--- src/lasc_pkg.sv ---
package lasc_pkg;

  localparam int COORD_W   = 12;
  localparam int SRC_DIM_W = 13;
  localparam int CH_W      = 8;
  localparam int RGB_W     = 3 * CH_W;
  localparam int DIV_W     = 32;
  localparam int QDEPTH    = 2;
  localparam int CFG_IDX_W = 2;
  localparam int CFG_DAT_W = 12;

  localparam logic [CFG_IDX_W-1:0] REG_SOURCE_WIDTH  = 2'd0;
  localparam logic [CFG_IDX_W-1:0] REG_SOURCE_HEIGHT = 2'd1;
  localparam logic [CFG_IDX_W-1:0] REG_CANVAS_WIDTH  = 2'd2;
  localparam logic [CFG_IDX_W-1:0] REG_CANVAS_HEIGHT = 2'd3;

  localparam logic REQ_LOAD = 1'b0;

  typedef enum logic [1:0] {
    KIND_LOAD,
    KIND_QUERY,
    KIND_BLACK
  } entry_kind_t;

  typedef struct packed {
    entry_kind_t        kind;
    logic [COORD_W-1:0] x;
    logic [COORD_W-1:0] y;
    logic [RGB_W-1:0]   rgb;
  } q_entry_t;

  typedef enum logic [3:0] {
    S_IDLE,
    S_CMP,
    S_FIT,
    S_FIT_WAIT,
    S_OFS,
    S_BOX,
    S_BOX_WAIT,
    S_BOX_ADJ,
    S_RD,
    S_ACC,
    S_CNT,
    S_AVG,
    S_AVG_WAIT,
    S_EMIT
  } back_state_t;

endpackage

--- src/lasc_div.sv ---
module lasc_div import lasc_pkg::*; (
  input  logic             clk,
  input  logic             rst,
  input  logic             start,
  input  logic [DIV_W-1:0] num,
  input  logic [DIV_W-1:0] den,
  output logic             done,
  output logic [DIV_W-1:0] quot
);
  localparam int CNT_W = $clog2(DIV_W + 1);

  logic [DIV_W:0]     rem;
  logic [DIV_W-1:0]   divisor;
  logic [CNT_W-1:0]   cnt;
  logic               busy;
  logic [DIV_W:0]     trial;

  assign trial = {rem[DIV_W-1:0], quot[DIV_W-1]};

  always_ff @(posedge clk) begin
    if (rst) begin
      busy <= 1'b0;
      done <= 1'b0;
      cnt  <= '0;
    end else begin
      done <= 1'b0;
      if (start) begin
        busy    <= 1'b1;
        cnt     <= CNT_W'(DIV_W);
        rem     <= '0;
        quot    <= num;
        divisor <= den;
      end else if (busy) begin
        if (trial >= {1'b0, divisor}) begin
          rem  <= trial - {1'b0, divisor};
          quot <= {quot[DIV_W-2:0], 1'b1};
        end else begin
          rem  <= trial;
          quot <= {quot[DIV_W-2:0], 1'b0};
        end
        cnt <= cnt - 1'b1;
        if (cnt == CNT_W'(1)) begin
          busy <= 1'b0;
          done <= 1'b1;
        end
      end
    end
  end
endmodule

--- src/lasc_back.sv ---
module lasc_back import lasc_pkg::*; #(
  parameter int MAX_SRC_W = 1024,
  parameter int MAX_SRC_H = 1024
) (
  input  logic                 clk,
  input  logic                 rst,
  input  logic                 q_valid,
  input  q_entry_t             q_head,
  output logic                 q_pop,
  input  logic [SRC_DIM_W-1:0] sw,
  input  logic [SRC_DIM_W-1:0] sh,
  input  logic [COORD_W-1:0]   cw,
  input  logic [COORD_W-1:0]   ch,
  output logic                 ram_we,
  output logic [((MAX_SRC_W * MAX_SRC_H > 1) ? $clog2(MAX_SRC_W * MAX_SRC_H) : 1)-1:0]
                               ram_waddr,
  output logic [RGB_W-1:0]     ram_wdata,
  output logic [((MAX_SRC_W * MAX_SRC_H > 1) ? $clog2(MAX_SRC_W * MAX_SRC_H) : 1)-1:0]
                               ram_raddr,
  input  logic [RGB_W-1:0]     ram_rdata,
  output logic                 out_valid,
  input  logic                 out_stall,
  output logic [CH_W-1:0]      out_red,
  output logic [CH_W-1:0]      out_green,
  output logic [CH_W-1:0]      out_blue,
  output logic                 in_picture
);
  localparam int DEPTH = MAX_SRC_W * MAX_SRC_H;
  localparam int AW    = (DEPTH > 1) ? $clog2(DEPTH) : 1;
  localparam int PROD_W = COORD_W + SRC_DIM_W;
  localparam int BP_W   = 2 * SRC_DIM_W;

  back_state_t state, state_next;

  logic                 div_start;
  logic [DIV_W-1:0]     div_num;
  logic [DIV_W-1:0]     div_den;
  logic                 div_done;
  logic [DIV_W-1:0]     div_quot;

  logic [COORD_W-1:0]   qx, qy;
  logic [PROD_W-1:0]    prod_a, prod_b;
  logic                 wide;
  logic [COORD_W-1:0]   dw, dh, dx, dy;
  logic [SRC_DIM_W-1:0] sy0, sy1, sx0, sx1, cy, cx;
  logic [DIV_W-1:0]     sum_r, sum_g, sum_b, npix;
  logic [1:0]           k;
  logic [CH_W-1:0]      res_r, res_g, res_b;
  logic                 res_in;

  logic [COORD_W-1:0]   fit;
  logic [COORD_W-1:0]   x0, y0;
  logic                 in_box;
  logic                 out_free;
  logic [SRC_DIM_W-1:0] box_d;
  logic [SRC_DIM_W-1:0] box_s;
  logic [DIV_W-1:0]     avg_sum;

  lasc_div u_div (
    .clk   (clk),
    .rst   (rst),
    .start (div_start),
    .num   (div_num),
    .den   (div_den),
    .done  (div_done),
    .quot  (div_quot)
  );

  assign out_free = !out_valid || !out_stall;
  assign fit = (div_quot[COORD_W-1:0] == '0) ? COORD_W'(1) : div_quot[COORD_W-1:0];
  assign x0 = (cw - dw) >> 1;
  assign y0 = (ch - dh) >> 1;
  assign in_box = (qx >= x0) && (qy >= y0) && ((qx - x0) < dw) && ((qy - y0) < dh);
  assign box_d = k[1] ? SRC_DIM_W'(dx) + SRC_DIM_W'(k[0]) : SRC_DIM_W'(dy) + SRC_DIM_W'(k[0]);
  assign box_s = k[1] ? sw : sh;

  always_comb begin
    case (k)
      2'd0:    avg_sum = sum_r;
      2'd1:    avg_sum = sum_g;
      default: avg_sum = sum_b;
    endcase
  end

  always_comb begin
    state_next = state;
    case (state)
      S_IDLE: begin
        if (q_valid) begin
          case (q_head.kind)
            KIND_QUERY: state_next = S_CMP;
            KIND_BLACK: state_next = S_EMIT;
            default:    state_next = S_IDLE;
          endcase
        end
      end
      S_CMP:      state_next = S_FIT;
      S_FIT:      state_next = S_FIT_WAIT;
      S_FIT_WAIT: if (div_done) state_next = S_OFS;
      S_OFS:      state_next = in_box ? S_BOX : S_EMIT;
      S_BOX:      state_next = S_BOX_WAIT;
      S_BOX_WAIT: if (div_done) state_next = (k == 2'd3) ? S_BOX_ADJ : S_BOX;
      S_BOX_ADJ:  state_next = S_RD;
      S_RD:       state_next = S_ACC;
      S_ACC: begin
        if ((cx + 1'b1 < sx1) || (cy + 1'b1 < sy1)) begin
          state_next = S_RD;
        end else begin
          state_next = S_CNT;
        end
      end
      S_CNT:      state_next = S_AVG;
      S_AVG:      state_next = S_AVG_WAIT;
      S_AVG_WAIT: if (div_done) state_next = (k == 2'd2) ? S_EMIT : S_AVG;
      S_EMIT:     if (out_free) state_next = S_IDLE;
      default:    state_next = S_IDLE;
    endcase
  end

  always_comb begin
    q_pop     = 1'b0;
    ram_we    = 1'b0;
    ram_waddr = AW'(32'(q_head.y) * MAX_SRC_W + 32'(q_head.x));
    ram_wdata = q_head.rgb;
    ram_raddr = AW'(32'(cy) * MAX_SRC_W + 32'(cx));
    div_start = 1'b0;
    div_num   = '0;
    div_den   = '0;
    case (state)
      S_IDLE: begin
        q_pop  = q_valid;
        ram_we = q_valid && (q_head.kind == KIND_LOAD);
      end
      S_FIT: begin
        div_start = 1'b1;
        if (prod_a <= prod_b) begin
          div_num = DIV_W'({prod_a, 1'b0}) + DIV_W'(sw);
          div_den = DIV_W'({sw, 1'b0});
        end else begin
          div_num = DIV_W'({prod_b, 1'b0}) + DIV_W'(sh);
          div_den = DIV_W'({sh, 1'b0});
        end
      end
      S_BOX: begin
        div_start = 1'b1;
        div_num   = DIV_W'(BP_W'(box_d) * BP_W'(box_s));
        div_den   = DIV_W'(k[1] ? dw : dh);
      end
      S_AVG: begin
        div_start = 1'b1;
        div_num   = avg_sum;
        div_den   = npix;
      end
      default: ;
    endcase
  end

  always_ff @(posedge clk) begin
    if (rst) begin
      state     <= S_IDLE;
      out_valid <= 1'b0;
    end else begin
      state <= state_next;
      if (out_valid && !out_stall) begin
        out_valid <= 1'b0;
      end
      if ((state == S_EMIT) && out_free) begin
        out_valid <= 1'b1;
      end
    end
  end

  always_ff @(posedge clk) begin
    if ((state == S_EMIT) && out_free) begin
      out_red    <= res_r;
      out_green  <= res_g;
      out_blue   <= res_b;
      in_picture <= res_in;
    end
    case (state)
      S_IDLE: begin
        qx     <= q_head.x;
        qy     <= q_head.y;
        res_r  <= '0;
        res_g  <= '0;
        res_b  <= '0;
        res_in <= 1'b0;
      end
      S_CMP: begin
        prod_a <= PROD_W'(cw) * PROD_W'(sh);
        prod_b <= PROD_W'(ch) * PROD_W'(sw);
      end
      S_FIT: wide <= (prod_a <= prod_b);
      S_FIT_WAIT: begin
        if (div_done) begin
          dw <= wide ? cw : fit;
          dh <= wide ? fit : ch;
        end
      end
      S_OFS: begin
        dx <= qx - x0;
        dy <= qy - y0;
        k  <= 2'd0;
      end
      S_BOX_WAIT: begin
        if (div_done) begin
          case (k)
            2'd0:    sy0 <= div_quot[SRC_DIM_W-1:0];
            2'd1:    sy1 <= div_quot[SRC_DIM_W-1:0];
            2'd2:    sx0 <= div_quot[SRC_DIM_W-1:0];
            default: sx1 <= div_quot[SRC_DIM_W-1:0];
          endcase
          k <= k + 1'b1;
        end
      end
      S_BOX_ADJ: begin
        if (sy1 <= sy0) sy1 <= sy0 + 1'b1;
        if (sx1 <= sx0) sx1 <= sx0 + 1'b1;
        cy    <= sy0;
        cx    <= sx0;
        sum_r <= '0;
        sum_g <= '0;
        sum_b <= '0;
      end
      S_ACC: begin
        sum_r <= sum_r + DIV_W'(ram_rdata[3*CH_W-1:2*CH_W]);
        sum_g <= sum_g + DIV_W'(ram_rdata[2*CH_W-1:CH_W]);
        sum_b <= sum_b + DIV_W'(ram_rdata[CH_W-1:0]);
        if (cx + 1'b1 < sx1) begin
          cx <= cx + 1'b1;
        end else begin
          cx <= sx0;
          cy <= cy + 1'b1;
        end
      end
      S_CNT: begin
        npix <= DIV_W'(BP_W'(sy1 - sy0) * BP_W'(sx1 - sx0));
        k    <= 2'd0;
      end
      S_AVG_WAIT: begin
        if (div_done) begin
          case (k)
            2'd0:    res_r <= div_quot[CH_W-1:0];
            2'd1:    res_g <= div_quot[CH_W-1:0];
            default: begin
              res_b  <= div_quot[CH_W-1:0];
              res_in <= 1'b1;
            end
          endcase
          k <= k + 1'b1;
        end
      end
      default: ;
    endcase
  end
endmodule

--- config.mk ---
export PLATFORM = sky130hd
export DESIGN_NAME = lasc_back
export DESIGN_NICKNAME = d
export VERILOG_FILES = /design/src/lasc_pkg.sv /design/src/lasc_div.sv /design/src/lasc_back.sv
export SDC_FILE = /design/constraint.sdc
export NUM_CORES = 2
export LEC_CHECK = 0
export ABC_AREA = 1
export BUFFER_PORTS_ARGS = -buffer_cell sky130_fd_sc_hd__buf_2
export CAP_MARGIN = 10
export CORE_AREA = 2 2 363 436
export DETAILED_ROUTE_END_ITERATION = 8
export DIE_AREA = 0 0 365 438
export HOLD_SLACK_MARGIN = 0.1
export PLACE_DENSITY_LB_ADDON = 0.15
export SLEW_MARGIN = 10
export SYNTH_ARGS = -nofsm -noshare
export SYNTH_HDL_FRONTEND = slang
export SYNTH_SLANG_ARGS = --single-unit
--- constraint.sdc ---
create_clock -name clk -period 11.1 [get_ports clk]
set_input_delay 1.11 -clock clk [delete_from_list [all_inputs] [get_ports clk]]
set_output_delay 1.11 -clock clk [all_outputs]
set_load 0.05 [all_outputs]
# Word-level counts from Yosys, hierarchy flattened
# Cells that the tools add are included.
word_totals:
  inputBits: 128
  output_inout_bits: 92
  register_bits: 490
op_classes:
  bitwise_logic: 2
  mul: 4
  addsub: 22
  reduce_logical: 40
  magnitude_cmp: 10
  eq_ne: 33
  n_mux: 67
ops:
  columns: ["operator", "n"]
  rows:
  - ["32-bit case mux with 2 select lines", 4]
  - ["32-bit case mux with 3 select lines", 2]
  - ["13-bit two-way mux", 10]
  - ["32-bit two-way mux", 4]
  - ["13-bit case mux with 2 select lines", 4]
  - ["32-bit by 8-bit adder with 32-bit output", 3]
  - ["4-bit case mux with 14 select lines", 1]
  - ["26-bit by 13-bit adder with 27-bit output", 2]
  - ["13-bit by 1-bit adder with 13-bit output (second input constant)", 4]
  - ["12-bit by 13-bit multiplier with 25-bit output", 2]
  - ["12-bit two-way mux", 4]
  - ["8-bit two-way mux", 6]
  - ["8-bit case mux with 2 select lines", 3]
  - ["33-bit by 32-bit greater-or-equal comparator with 1-bit output", 1]
  - ["26-bit by 26-bit multiplier with 32-bit output", 1]
  - ["32-bit subtractor", 1]
  - ["13-bit by 13-bit subtractor with 14-bit output", 2]
  - ["27-bit two-way mux", 1]
  - ["12-bit by 1-bit adder with 13-bit output", 2]
  - ["13-bit less-or-equal comparator", 2]
  - ["13-bit < comparator", 2]
  - ["13-bit by 13-bit multiplier with 26-bit output", 1]
  - ["25-bit less-or-equal comparator", 1]
  - ["4-bit equality test (second input constant)", 6]
  - ["other kinds (39)", 109]

# Depth between registers and ports, before layout
depth:
  word_depth: 7
  ltp_mapped: 41
  mapped_depth_nobuf: 41

# Cells and area by module
# A second synthesis with hierarchy kept.
hier_totals:
  cells_unflattened: 7319
  area_unflattened_um2: 59622.2
modules_own_cells:
  columns: ["module", "seq_area_each_um2", "cells_per_inst", "instances", "area_per_inst_um2"]
  rows:
  - ["lasc_back", 11541.1, 6327, 1, 52511.6]
  - ["lasc_div", 3042.9, 992, 1, 7110.6]

# Worst setup path before layout
# No wires, ideal clock.
synth_timing:
  kind: "register to register"
  start: "register sx0[0]"
  end: "register npix[28] (data pin)"
  setup_time_ns: 0.262
  n_path_buf: 0
  synth_period_minus_slack_ns: 7.536
  path_stages_with_launch: 29
  arrival_ns: 7.274
  path_slack_ns: 3.564
  path_cell_list: "edfxtp_1 -> ha_1 -> fa_1 -> o21ai_2 -> xor2_1 -> clkinv_1 -> nor2_1 -> inv_1 -> fa_1 -> fa_1 -> inv_1 -> fa_1 -> fa_1 -> fa_1 -> fa_1 -> inv_1 -> fa_1 -> inv_1 -> ha_1 -> nand2_1 -> nor2_1 -> inv_1 -> nor3_1 -> nand3_1 -> nand3_1 -> nand2_1 -> nand2_1 -> a21oi_1 -> xor2_1"
synth_between:
  elab_chain_len: 2
synth_rtl:
  columns: ["element", "line", "text"]
  rows:
  - ["start, declared", "lasc_back.sv:45", "logic [SRC_DIM_W-1:0] sy0, sy1, sx0, sx1, cy, cx;"]
  - ["start signal, assigned", "lasc_back.sv:210", "2'd2: sx0 <= div_quot[SRC_DIM_W-1:0];"]
  - ["13-bit by 13-bit subtractor with 14-bit output", "lasc_back.sv:237", "npix <= DIV_W'(BP_W'(sy1 - sy0) * BP_W'(sx1 - sx0));"]
  - ["26-bit by 26-bit multiplier with 32-bit output", "lasc_back.sv:237", null]
  - ["end signal, assigned", "lasc_back.sv:237", null]
  - ["end, declared", "lasc_back.sv:46", "logic [DIV_W-1:0] sum_r, sum_g, sum_b, npix;"]
# No other way between the ends.
# A chain may end at the register's enable or synchronous reset.

# Worst setup path after layout
layout_timing:
  start: "register sx0[2]"
  end: "register npix[21] (data pin)"
# Same word-level chain as after synthesis.

==> flow_summary.yaml <==
status:
  status: "completed"
worst_setup_path:
  worst_r2r_endpoint: "npix[21]"
  arrival_ns: 9.45
  startpoint_type: "register"
  critPathMaxStageDelay_ns: 0.79
  crit_type: "register to register"
  worstRegToRegCells: 25
  crit_required_ns: 11.62
  cp_common_cell: "fa_1"
  critPathSlowestCell: "xnor2_1"
  crit_path_end_kind: "register"
  timing.rr.start: "sx0[2]"
  regToRegSetupSlack_ns: 2.16
  critPathMaxFanout: 11
global_route:
  grt_max_degree: 78
  antenna_found_initial: 14
  groute.layer.met2.usage: 0.450
  use_met3: 0.0311
  grt_first_pass_wirelength_um: 306000
  busiest_layer: "met2"
  grt_use_total: 0.252
  grt_overflow: 0
  grt_pass1_vias: 51500
  use_met1: 0.313
placed_design:
  gp_congestion: 0.927
  hpwl_um: 165000
  numPortBuffers: 171
sta:
  fin_skew_ns: 0.0246
  slew_violations: 0
  rsz0062_at_grt: "false"
  slew_headroom: 0.228
  setup-tns-final_ns: 0
  setup_violations: 0
  max_freq_mhz: 112
  period_share: 0.805
  hold_violations: 0
  tightest_slew_ns: 1.15
  period_minus_slack_ns: 8.94
yosys:
  synth-seq-area-share: 0.242
  synth_nets: 8694
  syn_area_um2: 60400
  syn_avg_cell_area_um2: 8.20
  netlist_instances: 7361
  ys_warn_count: 0
  yosysUniqueCellTypes: 70
  ys_seq_elements: 490
cts:
  clkTransAtPathRegs_ns: 0.06
  ctsResizeCount: 0
  postCtsSetupBuffers: 0
  clock_path_buffers: 3
  cts.hold.buffers_added: 0
  cts.sinks: 490
  h-tree-depth: 2
  clk_latency_ns: 0.70
  root_buffer: "clkbuf_16"
  cts_tree: "done"
  cts_buffers: 58
floorplan:
  die-area_um2: 160000
  floorplan.rows: 159
  dieHeight_um: 438
  io_pins: 220
  initial_core_util: 0.387
  core_um2: 156000
  die_x_um: 365
detailed_routing:
  route.detailed.drc: 0
  first_pass_iters: 8
  vias_per_cell: 5.13
  wl_um: 200000
  ant_nets: 0
  drt_iter0_markers: 3710
  vias: 49300
  routedWlPerCell_um: 20.8
hold_path:
  hold_end: "out_red[5]"
  hold_depth: 0
  min_path_type: "register to register"
  min_from: "res_r[5]"
layout:
  area_growth_pct: 8.29
  fillers: 16100
  mostFrequentLayoutCells: "inv_1, nand2_1, fa_1, nor2_1, ha_1"
  drive_gt1_frac: 0.0639
  finalNetCount: 8791
  final_common_cell: "inv_1"
job:
  cap_violations: 0
[worst max-delay path by stage]
| stage | startpoint | endpoint |
|---|---|---|
| 2_1_floorplan | sx0[0] | npix[28] |
| 3_3_place_gp | sx0[4] | npix[21] |
| 3_5_place_dp | sx0[4] | npix[21] |
| 4_1_cts | sx0[2] | npix[21] |
| 5_1_grt | sx0[2] | npix[27] |
| 6_report | sx0[2] | npix[21] |
[worst max-delay path, delay by kind of cell, from the launching register on]
| kind | cells | cell delay [ns] |
|---|---|---|
| xor+xnor | 2 | 0.99 |
| fa+ha+maj | 9 | 4.40 |
| buf+inv | 6 | 0.60 |
| flops | 1 | 0.40 |
| simple gates | 8 | 2.36 |
[sequential cells by signal, indices dropped and copies added, names as in the netlist, 13 cells and up]
name           cells
sum_r             32
u_div.divisor     32
u_div.quot        32
prod_b            25
sum_b             32
sx1               13
cx                13
sy0               13
sum_g             32
sy1               13
u_div.rem         32
npix              32
prod_a            25
sx0               13
cy                13
[synthesized netlist by cell type (all sizes together)]
library cell,number,share of area
xor2,154,0.023
o211ai,39,0.0049
a21o,21,0.0026
o22ai,22,0.0023
a32o,1,0.00017
nor2,609,0.039
nor4b,1,0.00015
o41ai,2,0.00029
nand3b,19,0.0024
ha,544,0.11
a21boi,10,0.0013
o21bai,26,0.0033
nand2,1551,0.097
a32oi,1,0.00015
clkbuf,102,0.0063
clkinv,13,0.00081
inv,1564,0.097
a21oi,429,0.036
a311oi,1,0.00025
a2111oi,1,0.00015
nor3b,10,0.0013
nor4,38,0.0043
dfxtp,13,0.0043
o21a,28,0.0035
and3,5,0.00052
nor3,85,0.0075
buf,96,0.010
or3,1,0.00010
edfxtp,477,0.24
o21ai,352,0.030
mux2i,3,0.00050
o2111ai,2,0.00029
nand3,229,0.019
xnor2,90,0.013
and2,4,0.00041
a221oi,2,0.00029
nand4,74,0.0079
o31ai,8,0.0012
a211oi,6,0.00075
or2,35,0.0036
o311ai,1,0.00015
a31oi,31,0.0032
fa,661,0.22
[per-layer routing]
layer	up-vias	share of wire
met5	-	0.000065
met3	320	0.053
met1	24200	0.41
met4	2	0.039
met2	1300	0.50
li1	23400	-
[kinds of logic (layout without fill, tap and decap cells)]
logic type,count (synthesis),in the layout,synth area share
muxes,3,3,0.000498
other,0,6,0
buffers and inverters,1775,1922,0.115
DFF,490,490,0.242
adders and majority gates,1205,1205,0.332
AOI/OAI and AO/OA,983,983,0.0906
and+or+nand+nor,2661,2661,0.184
xor gates and xnor gates,244,244,0.0358
[final cells by class]
| cell class | instances | area [µm²] | share of cell area |
|---|---|---|---|
| clock inverter | 41 | 459 | 0.00703 |
| tap | 2093 | 2620 | 0.0401 |
| inverter | 1577 | 5920 | 0.0906 |
| sequential | 490 | 14600 | 0.223 |
| multi-input combinational | 5096 | 38900 | 0.595 |
| timing repair buffer | 235 | 1340 | 0.0204 |
| antenna | 6 | 15.0 | 0.000230 |
| clock buffer | 69 | 1510 | 0.0231 |
[through the flow]
stage                     setup slack (ns)  cells  hold slack (ns)  area, µm²   util
after floorplan                       3.56   7361            0.400      60400      -
after global placement                2.31   9491            0.402      63400  0.406
after detailed placement              2.29   9491            0.405      63400  0.406
after CTS                             2.24   9601            0.417      65300  0.419
after global routing                  1.67   9606            0.427      65400  0.419
final                                 2.16   9607            0.418      65400  0.419
Power is left out: the tool's default activity adds up to more than one toggle a clock period on the data nets, which glitch-free logic cannot reach.
