===== src/lasc_pkg.sv =====
package lasc_pkg;

  localparam int COORD_W   = 12;
  localparam int SRC_DIM_W = 13;
  localparam int CH_W      = 8;
  localparam int RGB_W     = 3 * CH_W;
  localparam int DIV_W     = 32;
  localparam int QDEPTH    = 2;
  localparam int CFG_IDX_W = 2;
  localparam int CFG_DAT_W = 12;

  localparam logic [CFG_IDX_W-1:0] REG_SOURCE_WIDTH  = 2'd0;
  localparam logic [CFG_IDX_W-1:0] REG_SOURCE_HEIGHT = 2'd1;
  localparam logic [CFG_IDX_W-1:0] REG_CANVAS_WIDTH  = 2'd2;
  localparam logic [CFG_IDX_W-1:0] REG_CANVAS_HEIGHT = 2'd3;

  localparam logic REQ_LOAD = 1'b0;

  typedef enum logic [1:0] {
    KIND_LOAD,
    KIND_QUERY,
    KIND_BLACK
  } entry_kind_t;

  typedef struct packed {
    entry_kind_t        kind;
    logic [COORD_W-1:0] x;
    logic [COORD_W-1:0] y;
    logic [RGB_W-1:0]   rgb;
  } q_entry_t;

  typedef enum logic [3:0] {
    S_IDLE,
    S_CMP,
    S_FIT,
    S_FIT_WAIT,
    S_OFS,
    S_BOX,
    S_BOX_WAIT,
    S_BOX_ADJ,
    S_RD,
    S_ACC,
    S_CNT,
    S_AVG,
    S_AVG_WAIT,
    S_EMIT
  } back_state_t;

endpackage


===== src/lasc_front.sv =====
module lasc_front import lasc_pkg::*; #(
  parameter int MAX_SRC_W = 1024,
  parameter int MAX_SRC_H = 1024
) (
  input  logic                 clk,
  input  logic                 rst,
  input  logic                 in_valid,
  output logic                 in_stall,
  input  logic                 req_type,
  input  logic [COORD_W-1:0]   coord_x,
  input  logic [COORD_W-1:0]   coord_y,
  input  logic [RGB_W-1:0]     rgb,
  input  logic [COORD_W-1:0]   cw,
  input  logic [COORD_W-1:0]   ch,
  output logic                 q_valid,
  output q_entry_t             q_head,
  input  logic                 q_pop
);
  localparam int PW = (QDEPTH > 1) ? $clog2(QDEPTH) : 1;
  localparam int CW = $clog2(QDEPTH + 1);

  q_entry_t          mem [QDEPTH];
  logic [PW-1:0]     wr_ptr;
  logic [PW-1:0]     rd_ptr;
  logic [CW-1:0]     count;
  logic              keep;
  logic              push;
  q_entry_t          entry;

  always_comb begin
    entry.x   = coord_x;
    entry.y   = coord_y;
    entry.rgb = rgb;
    keep      = 1'b1;
    if (req_type == REQ_LOAD) begin
      entry.kind = KIND_LOAD;
      keep = (32'(coord_x) < MAX_SRC_W) && (32'(coord_y) < MAX_SRC_H);
    end else if ((coord_x >= cw) || (coord_y >= ch)) begin
      entry.kind = KIND_BLACK;
    end else begin
      entry.kind = KIND_QUERY;
    end
  end

  assign in_stall = (count == CW'(QDEPTH));
  assign push     = in_valid && !in_stall && keep;
  assign q_valid  = (count != '0);
  assign q_head   = mem[rd_ptr];

  always_ff @(posedge clk) begin
    if (rst) begin
      wr_ptr <= '0;
      rd_ptr <= '0;
      count  <= '0;
    end else begin
      if (push) begin
        mem[wr_ptr] <= entry;
        wr_ptr <= (32'(wr_ptr) == QDEPTH - 1) ? '0 : wr_ptr + 1'b1;
      end
      if (q_pop) begin
        rd_ptr <= (32'(rd_ptr) == QDEPTH - 1) ? '0 : rd_ptr + 1'b1;
      end
      count <= count + CW'(push) - CW'(q_pop);
    end
  end
endmodule


===== config.mk =====
export PLATFORM = sky130hd
export DESIGN_NAME = lasc_front
export DESIGN_NICKNAME = d
export VERILOG_FILES = /design/src/lasc_pkg.sv /design/src/lasc_front.sv
export SDC_FILE = /design/constraint.sdc
export NUM_CORES = 1
export LEC_CHECK = 0
export BUFFER_PORTS_ARGS = -buffer_cell sky130_fd_sc_hd__clkbuf_2
export CORE_MARGIN = 2
export CORE_UTILIZATION = 52
export DETAILED_ROUTE_END_ITERATION = 16
export MAX_ROUTING_LAYER = met4
export PLACE_DENSITY_LB_ADDON = 0.05
export SYNTH_ARGS = -nofsm -noshare
export SYNTH_HDL_FRONTEND = slang
export SYNTH_SLANG_ARGS = --single-unit

===== constraint.sdc =====
create_clock -name clk -period 5.4 [get_ports clk]
set_input_delay 0 -clock clk [delete_from_list [all_inputs] [get_ports clk]]
set_output_delay 0 -clock clk [all_outputs]
set_load 0.03 [all_outputs]

# After elaboration in Yosys (flattened, before gate mapping)
# Memory sizes are Yosys's and may differ from the RTL's. A register that Yosys moved wholly into a read port is not among the register bits.
# Cells that the tools add are included.
# W data, S select, Z words.
[totals] reg_bits=4 ramBits=100 inputBits=77 out_inout_bits=52 elab_cells=29 memories=1
[memory_table] name="mem" depth=2 width=50 rd=1 rd_ports_with_merged_regs=1 wr=1 line="lasc_front.sv:22" rtl="q_entry_t mem [QDEPTH];"
[op_classes] n_addsub=4 order_cmp=4 n_eq_ne=1 n_mux=10 n_reduce_logical=6
[op_table] op="$ge A12 B12 Y1" n=2
[op_table] op="$lt A12 B11 Y1 const B" n=2
[op_table] op="$mux W1" n=8
[op_table] op="$mux W2" n=2
[op_table] op="$logic_and A1 B1 Y1" n=3
[op_table] op="$add A1 B1 Y1 const B" n=2
[op_table] op="$add A2 B1 Y2" n=1
[op_table] op="$eq A2 B2 Y1 const B" n=1
[op_table] op="$reduce_bool A2 Y1" n=1
[op_table] op="$sub A2 B1 Y2" n=1
[op_table] op="$logic_not A1 Y1" n=1
[op_table] op="$logic_or A1 B1 Y1" n=1

# Depth between registers and ports, before layout
# Gate-level depths: netlist (run 1).
[depth] ltp_word=7 mapped_depth=8 ltp_nobuf=8

# Worst setup path after synthesis (run 1)
# No wires, ideal clock.
[synth_timing] path_type="register to register" startpoint="register count[1]" endpoint="memory mem[1][0] (netlist name) (enable)" setup_ns=0.531 t_arrival_ns=4.253 t_required_ns=4.869 slack_ns=0.616 stages_incl_launch_ff=4 n_path_buf=0 synth_period_minus_slack_ns=4.784 path_cell_list="dfxtp_1 inv_1 o221ai_2 nor3b_1"
[synth_between] elab_chain_len=7
[synth_rtl] item="from (decl)" line="lasc_front.sv:25" rtl="logic [CW-1:0] count;"
[synth_rtl] item="from (signal assigned)" line="lasc_front.sv:63" rtl="count <= count + CW'(push) - CW'(q_pop);"
[synth_rtl] item="$eq A2 B2 Y1" line="lasc_front.sv:45" rtl="assign in_stall = (count == CW'(QDEPTH));"
[synth_rtl] item="$logic_not A1 Y1" line="lasc_front.sv:46" rtl="assign push = in_valid && !in_stall && keep;"
[synth_rtl] item="$logic_and A1 B1 Y1 (2 in series)" line="lasc_front.sv:46"
[synth_rtl] item="$mux W1" line="lasc_front.sv:56" rtl="if (push) begin"
[synth_rtl] item="$mux W1" line="lasc_front.sv:51" rtl="if (rst) begin"
[synth_rtl] item="$mux W1 (not written as such)" line="lasc_front.sv:57" rtl="mem[wr_ptr] <= entry;"
[synth_rtl] item="to (decl)" line="lasc_front.sv:22"
# No other way between the ends.

==> results of run 1 <==
==> worst reg2reg max path: stages, from the launching register on <==
cell and delay [ns]:
dfxtp_1 0.34, inv_1 0.08, o221ai_2 0.34, ha_1 0.30
inv_1 0.06, ha_1 0.15, xnor2_1 0.13, xnor2_1 0.14
nor2_1 0.05
==> per-layer routing <==
layer,part of all wire [%],GRT usage (%),vias up
met5,0,-,-
met4,1.7,6.92,0
met3,4.9,4.50,12
met2,51,33.2,81
met1,43,23.5,1309
li1,-,-,1361
==> flip-flops by register name, summed over array words and instances (netlist names), named ones only <==
name / flops
count: 2
rd_ptr: 1
mem: 100
wr_ptr: 1
==> cell families after synthesis <==
| family | synth area share, % |
|---|---|
| AO/OA/AOI/OAI | 3.32 |
| XOR/XNOR | 0.788 |
| adder cells (fa/ha/maj) | 7.32 |
| buffers and inverters | 2.84 |
| flip-flops | 69.8 |
| multiplexers | 12.7 |
| AND/OR/NAND/NOR | 3.29 |
==> cells in the final DEF, fill, tap and decap left out, types with 2 or more instances in the layout <==
master	count
and3_1	2
clkbuf_2	128
inv_6	2
mux2_2	45
nor2_1	7
xnor2_1	3
dfxtp_1	4
dlygate4sd3_1	51
edfxtp_1	100
a21o_1	4
mux2_1	5
a211oi_1	2
clkbuf_8	9
nand4_1	4
nand3_1	2
nand2_1	2
inv_1	26
a21oi_1	6
buf_4	5
nor2b_1	2
clkinvlp_4	2
ha_1	26
==> worst paths after layout <==
check	slack, ns	cells after the start	endpoint	startpoint
min reg2reg	0.53	2	rd_ptr$_SDFFE_PP0P_	rd_ptr$_SDFFE_PP0P_
min	0.04	4	wr_ptr$_SDFFE_PP0P_	in_valid
max reg2reg	3.71	8	count[1]$_SDFF_PP0_	count[1]$_SDFF_PP0_
max	3.26	3	q_head[48]	register
==> repair_timing <==
| action | in CTS | in global routing |
|---|---|---|
| hold endpoints to repair | 101 | 0 |
| hold buffers | 51 | 0 |
| setup endpoints to repair | 0 | 0 |
==> report_power, final <==
group / switching [mW] / internal [mW] / total (mW) / leakage (nW)
combinational: 0.180 / 0.137 / 0.317 / 1.42
sequential: 0.0164 / 0.928 / 0.944 / 0.950
clock: 0.259 / 0.214 / 0.474 / 0.0921
==> stage by stage <==
step	hold WS, ns	std cells
2_1_floorplan	0.0716	262
3_3_place_gp	0.189	494
3_5_place_dp	0.193	494
4_1_cts	0.0198	560
5_1_grt	0.0322	560
6_report	0.0383	560
==> layout make-up <==
type	instances	area share [%]
Sequential cell	105	52.3
Multi-Input combinational cell	125	20.7
Timing Repair Buffer	184	20.0
Tap cell	105	2.21
Clock buffer	9	2.09
Inverter	26	1.64
Clock inverter	6	1.14
==> impl_metrics.ini, run 1 <==
[sta]
finalSetupViolations = 0
tns_ns = 0
setup_slack_ns = 3.26
rsz0062_at_grt = false
slew_violations = 0
fin_crit_sh_pct = 39.7
post-route-min-period_ns = 2.14
fmax_ghz = 0.467
final-hold-violation-count = 0
maxSlewHeadroom_pct = 59.6
tightest_slew_ns = 0.606
skew_ns = 0.0106

[critical_path]
cp-start-kind = register
cp_max_fo = 26
critPathRequiredTime_ns = 5.40
slowest_delay_ns = 0.72
worstPathArrival_ns = 2.14
slowest_stage = dfxtp_2
critical-path-top-delay-family = flip-flops
path_buf_inv = 2
cp-end-kind = output port
worstPathCellList = buf_4 > mux2_2 > clkbuf_2
crit_type = register to output port

[synth]
syn_area_per_cell_sq_um = 17.0
synthFlopType = edfxtp_1
seq_area_frac_synth_pct = 69.8
ys_top_cells_by_area = edfxtp_1 (68%), mux2_2 (11%), ha_1 (7.3%)
yosysWarnings = 0
yosysMostFrequentCell = edfxtp_1
synth_area_sq_um = 4450
synth_edf_count = 100
yosysTopAreaCell = edfxtp_1
syn_nets = 365
synth_common_cells = edfxtp_1 (100), mux2_2 (45), ha_1 (26), inv_1 (26), nor2_1 (7)
ys_types = 33
ys_ff_latch = 105
synth_top_area_share_pct = 67.5
async_reset_ff_share_pct = 0
synthCells = 262

[global_routing]
grt_pass1_vias = 2795
grt_antenna_before_repair = 0
grt_max_degree = 31
grt_pass1_wl_microns = 12900
track_usage_pct = 19.7
grt_overflow = 0

[floorplanning]
ios = 129
start_util_pct = 53.8
die_w_microns = 96.5
fp.dieH_microns = 96.5
num_rows = 33
die_area_sq_um = 9310
core_area_sq_um = 8260

[finish]
syn_to_final_growth_pct = 33.6
final_area_sq_um = 5940
drive_above_1_share_pct = 44.6
multi_input_area_sq_um = 1230
seq_area_sq_um = 3100
nets = 554
fin_util_pct = 71.9
nFillCells = 600
n_antenna_cell = 0

[routing]
vias_per_cell = 4.93
drc = 0
drtPass1Iterations = 4
drt-total-wl_microns = 8410
drtAntennaViolNets = 0
drt_iter0_markers = 76
avgRoutedWirePerCell_microns = 15.0
vias = 2763

[flow_run]
maxCapViolCount = 0

[clock_tree]
postCtsSetupRepairBufs = 0
path_clk_slew_ns = 0.09
post_cts_resized = 0
cts_sinks = 105
cts_made_buffers = 9
clockBufferDepth = 2
htree_levels = 3
cts_tree = done
root_buffer = clkbuf_8
clkLatencyLatePin_ns = 0.36

[place]
port_buffers = 128
place_hpwl_microns = 5720
gp_congestion = 0.746
pre_cts_ws_ns = 3.59
place_area_sq_um = 5240

[power_and_ir_drop]
finalPower_mw = 1.74
ir_worst_vdd_mv = 0.172
total_leakage_power_nw = 2.46
power_density_nw_per_um2 = 292

[min_path]
hp-class = input pin to register

[status]
status = complete, no violations
No activity file was read; power rests on OpenSTA's default activity.
==> run 2, diff against run 1 <==
Settings changed: ABC_AREA set to 1, CORE_UTILIZATION 52 to 47.
Clock period 5.4 ns to 1.7 ns, I/O delays scaled along.
==> impl_metrics.ini, run 2 <==
[finish]
drive_above_1_share_pct = 44.1
top_regs = mem x100, count x2
top_register = mem
final_common_cell = clkbuf_2
final_area_sq_um = 6480
fin_util_pct = 66.3
mostFrequentLayoutCells = clkbuf_2 (127), edfxtp_1 (100), dlygate4sd3_1 (51), mux2_4 (50), nand2_1 (39)
n_antenna_cell = 0
syn_to_final_growth_pct = 36.2
largest_reg_flops = 100
nets = 604

[global_routing]
grt_antenna_before_repair = 0
grt_max_degree = 39
grt_pass1_vias = 2897
track_usage_pct = 16.5
grt_pass1_wl_microns = 13700
grt_overflow = 0

[critical_path]
critPathRequiredTime_ns = 1.76
cp-end-kind = register
worstPathCellList = inv_2 > nor2_4 > nand3b_4 > buf_4 > nor3b_4 > buf_12
cp_max_fo = 30
r2r_cells = 6
path_buf_inv = 3
worstPathArrival_ns = 1.66
cp-start-kind = register
crit_type = register to register
slowest_delay_ns = 0.33
critical-path-top-delay-family = buffers and inverters
slowest_stage = dfxtp_2
r2r-start = count[1]$_SDFF_PP0_
timing.rr.end = mem[1][14]$_DFFE_PP_
rrSetupSlack_ns = 0.1
crit_start = count[1]$_SDFF_PP0_

[flow_run]
maxCapViolCount = 0

[floorplanning]
die_area_sq_um = 10900
start_util_pct = 48.6
fp.dieH_microns = 105
die_w_microns = 105
num_rows = 36
core_area_sq_um = 9770
ios = 129

[synth]
synth_edf_count = 100
synth_top_area_share_pct = 63.2
syn_area_per_cell_sq_um = 15.6
synth_common_cells = edfxtp_1 (100), mux2_4 (50), nand2_1 (40)
seq_area_frac_synth_pct = 65.3
ys_ff_latch = 105
synth_area_sq_um = 4750
ys_types = 24
yosysWarnings = 0
yosysMostFrequentCell = edfxtp_1
ys_top_cells_by_area = edfxtp_1 (63%), mux2_4 (16%), ha_1 (6.8%)
async_reset_ff_share_pct = 0
syn_nets = 407
yosysTopAreaCell = edfxtp_1
synthFlopType = edfxtp_1
synthCells = 304

[routing]
drt-total-wl_microns = 8560
drtAntennaViolNets = 0
drtPass1Iterations = 4
drc = 0
avgRoutedWirePerCell_microns = 13.4
drt_iter0_markers = 92
vias = 2922
vias_per_cell = 4.57

[clock_tree]
cts_tree = done
htree_levels = 3
clkLatencyLatePin_ns = 0.36
root_buffer = clkbuf_8
cts_made_buffers = 9
cts_sinks = 105
path_clk_slew_ns = 0.10
clockBufferDepth = 2

[sta]
fin_crit_sh_pct = 94.1
slew_violations = 0
post-route-min-period_ns = 1.60
finalSetupViolations = 0
skew_ns = 0.00943
maxSlewHeadroom_pct = 80.0
tns_ns = 0
final-hold-violation-count = 0
fmax_ghz = 0.625
setup_slack_ns = 0.0998
tightest_slew_ns = 0.300

[power_and_ir_drop]
total_leakage_power_nw = 2.88
finalPower_mw = 5.93
ir_worst_vdd_mv = 0.558
power_density_nw_per_um2 = 916

[min_path]
hp-start = req_type
hold_depth = 3
min_to = mem[1][48]$_DFFE_PP_
hp-class = input pin to register

[place]
place_area_sq_um = 5660
gp_congestion = 0.733
port_buffers = 128
place_hpwl_microns = 5940
pre_cts_ws_ns = 0.0540

[status]
status = complete, no violations
[run 2: final cells by class]
class	count	area [sq um]
repair buffers	192	1330
fillers	768	3300
well taps	133	166
multi-input cells	154	1480
clock buffers	9	124
flip-flops and latches	105	3110
inverters	39	146
clock inverters	7	125
[run 2: report_power, final]
part           switching, mW  internal (mW)  leakage, nW
Clock                  0.849          0.994        0.124
Sequential            0.0369           2.93        0.950
Combinational          0.592          0.534         1.80
Total                   1.48           4.45         2.88
[run 2: tightest hold or removal path, cell delays in order]
cell	delay [ns]
clkbuf_2	0.08
inv_1	0.07
nor2_1	0.13
[run 2: logic make-up (layout without fill, tap and decap cells)]
| kind of cell | Yosys count | after routing | share of synthesized area [%] |
|---|---|---|---|
| adder cells (fa/ha/maj) | 26 | 26 | 6.84 |
| XOR/XNOR | 2 | 2 | 0.369 |
| AND/OR/NAND/NOR | 65 | 65 | 6.03 |
| flip-flops | 105 | 105 | 65.3 |
| buffers and inverters | 45 | 247 | 4.37 |
| multiplexers | 50 | 50 | 15.8 |
| AO/OA/AOI/OAI | 11 | 11 | 1.32 |
[run 2: metal layers]
| layer | wire [microns] | share of wire (%) | global-route usage [%] |
|---|---|---|---|
| met1 | 3650 | 43 | 20.0 |
| met2 | 4390 | 51 | 27.7 |
| met3 | 426 | 5.0 | 3.24 |
| met4 | 89 | 1.0 | 5.60 |
| met5 | 0 | 0 | - |
[run 2: how the worst max path moves through the flow]
stage	end	slack, ns	cells past startpoint
3_5_place_dp	count[1]$_SDFF_PP0_	0.05	9
6_report	mem[1][14]$_DFFE_PP_	0.1	6
4_1_cts	count[1]$_SDFF_PP0_	0.006	12
3_3_place_gp	count[1]$_SDFF_PP0_	0.12	9
5_1_grt	count[1]$_SDFF_PP0_	-0.02	11
2_1_floorplan	mem[1][0]$_DFFE_PP_	-0.67	4
[run 2: per-stage QoR]
step | hold slack, ns | cells
6_report | 0.0482 | 639
5_1_grt | 0.0557 | 639
4_1_cts | 0.0308 | 633
3_5_place_dp | 0.195 | 566
3_3_place_gp | 0.191 | 566
2_1_floorplan | 0.0638 | 304
[run 2: what timing repair did]
action | in CTS | in global routing
hold buffers | 51 | 0
gates resized for setup | 0 | 4
buffers inserted | 0 | 7
setup endpoints to repair | 0 | 14
hold endpoints to repair | 101 | 0
==> run 3, diff against run 2 <==
Settings changed: ABC_AREA 1 to unset.
==> impl_metrics.ini, run 3 (same netlist as run 1, synthesis figures left out) <==
[status]
status = complete, no violations

[sta]
final-hold-violation-count = 0
fmax_ghz = 0.616
slew_violations = 0
fin_crit_sh_pct = 95.5
worst_hold_slack_ns = 0.0380
tns_ns = 0
tightest_slew_ns = 0.256
rsz0062_at_grt = false
post-route-min-period_ns = 1.62
skew_ns = 0.0153
maxSlewHeadroom_pct = 82.7
setup_slack_ns = 0.0770
finalSetupViolations = 0

[flow_run]
maxCapViolCount = 0

[power_and_ir_drop]
total_leakage_power_nw = 2.50
ir_worst_vdd_mv = 0.434
power_density_nw_per_um2 = 911
finalPower_mw = 5.49

[floorplanning]
core_area_sq_um = 9200
start_util_pct = 48.4
fp.dieH_microns = 101
ios = 129
die_w_microns = 101
num_rows = 35
die_area_sq_um = 10300

[finish]
syn_to_final_growth_pct = 35.6
multi_input_area_sq_um = 1260
top_regs = mem x100, count x2
largest_reg_flops = 100
top_register = mem
mostFrequentLayoutCells = clkbuf_2 (127), edfxtp_1 (100), dlygate4sd3_1 (50), mux2_2 (45), ha_1 (26)
drive_above_1_share_pct = 45.5
n_antenna_cell = 0
nets = 555
fin_util_pct = 65.6
nFillCells = 685
final_common_cell = clkbuf_2
seq_area_sq_um = 3110

[critical_path]
path_buf_inv = 2
slowest_delay_ns = 0.54
crit_type = input pin to register
critical-path-top-delay-family = buffers and inverters
worstPathCellList = dlygate4sd3_1 > clkbuf_2 > ha_1 > nor2b_1 > o211ai_1 > nand3b_1 > a211oi_2 > a21boi_1
slowest_stage = dlygate4sd3_1
worstPathArrival_ns = 1.73
cp-start-kind = input pin
cp-end-kind = register
critPathRequiredTime_ns = 1.81
cp_max_fo = 3

[routing]
drtPass1Iterations = 4
drt-total-wl_microns = 8340
vias_per_cell = 4.84
avgRoutedWirePerCell_microns = 14.7
drt_iter0_markers = 62
drtAntennaViolNets = 0
drc = 0
vias = 2751

[place]
port_buffers = 128
pre_cts_ws_ns = 0.0530
place_hpwl_microns = 5700
gp_congestion = 0.758

[min_path]
hp-class = input pin to register

[clock_tree]
path_clk_slew_ns = 0.10
cts_tree = done
cts_made_buffers = 9
cts_sinks = 105
htree_levels = 3
clockBufferDepth = 2
clkLatencyLatePin_ns = 0.36
root_buffer = clkbuf_8

[global_routing]
grt_max_degree = 43
grt_pass1_vias = 2709
grt_pass1_wl_microns = 12600
grt_overflow = 0
grt_antenna_before_repair = 0
track_usage_pct = 16.9
-- run 3: cell count changes in the layout (fill, tap and decap cells not counted), sizes merged, moves of 2 or more --
cell	delta
nor2	-11
and3	+2
nand4	+4
nand2	-38
bufinv	-3
o21ai	+2
a21o	+3
a211oi	+2
nor2b	+2
inv	-11
buf	-7
-- run 3: path summary, 6_finish.rpt --
kind / start / slack, ns / cells past startpoint / to
worst min register to register: rd_ptr$_SDFFE_PP0P_ / 0.54 / 2 / register
worst max register to register: count[1]$_SDFF_PP0_ / 0.13 / 8 / count[1]$_SDFF_PP0_
worst min-delay path: in_valid / 0.04 / 4 / wr_ptr$_SDFFE_PP0P_
worst max-delay path: coord_x[1] / 0.08 / 8 / mem[0][49]$_DFFE_PP_
-- run 3: routing by layer --
layer / up-vias / GRT usage (%) / part of all wire [%]
met1: 1301 / 20.1 / 45
met4: 0 / 5.30 / 1.1
met5: - / - / 0
met3: 7 / 4.21 / 5.1
li1: 1368 / - / -
met2: 75 / 28.3 / 49
-- run 3: repair_timing --
action                                  4_1_cts  5_1_grt
endpoints found under the setup margin        0        3
hold buffers                                 51        0
gates resized for setup                       0        3
setup buffers                                 0        1
hold endpoints to repair                    101        0
-- run 3: per-stage QoR --
step / area [sq um] / instances
CTS: 6020 / 568
global placement: 5330 / 501
detailed placement: 5330 / 501
finish: 6030 / 568
floorplan: 4490 / 262
global route: 6030 / 568
-- run 3: area by class of cell --
| type | count | area share, % |
|---|---|---|
| well taps | 111 | 2.30 |
| clock inverters | 7 | 1.02 |
| flip-flops and latches | 105 | 51.5 |
| multi-input cells | 125 | 21.0 |
| clock buffers | 9 | 2.05 |
| repair buffers | 185 | 20.5 |
| inverters | 26 | 1.62 |
-- run 3: where the power goes --
group          leakage [nW]  total, mW  switching (mW)  internal (mW)
sequential            0.950       2.98          0.0358           2.95
combinational          1.46       1.07           0.605          0.462
clock                0.0936       1.44           0.881          0.561
total                  2.50       5.49            1.52           3.97
-- run 3: worst min-delay path: cells and delay by family --
family	cells	cell delay, ns
buffers and inverters	1	0.10
AOI/OAI and AO/OA	1	0.09
and+or+nand+nor	1	0.09
xor gates and xnor gates	1	0.07
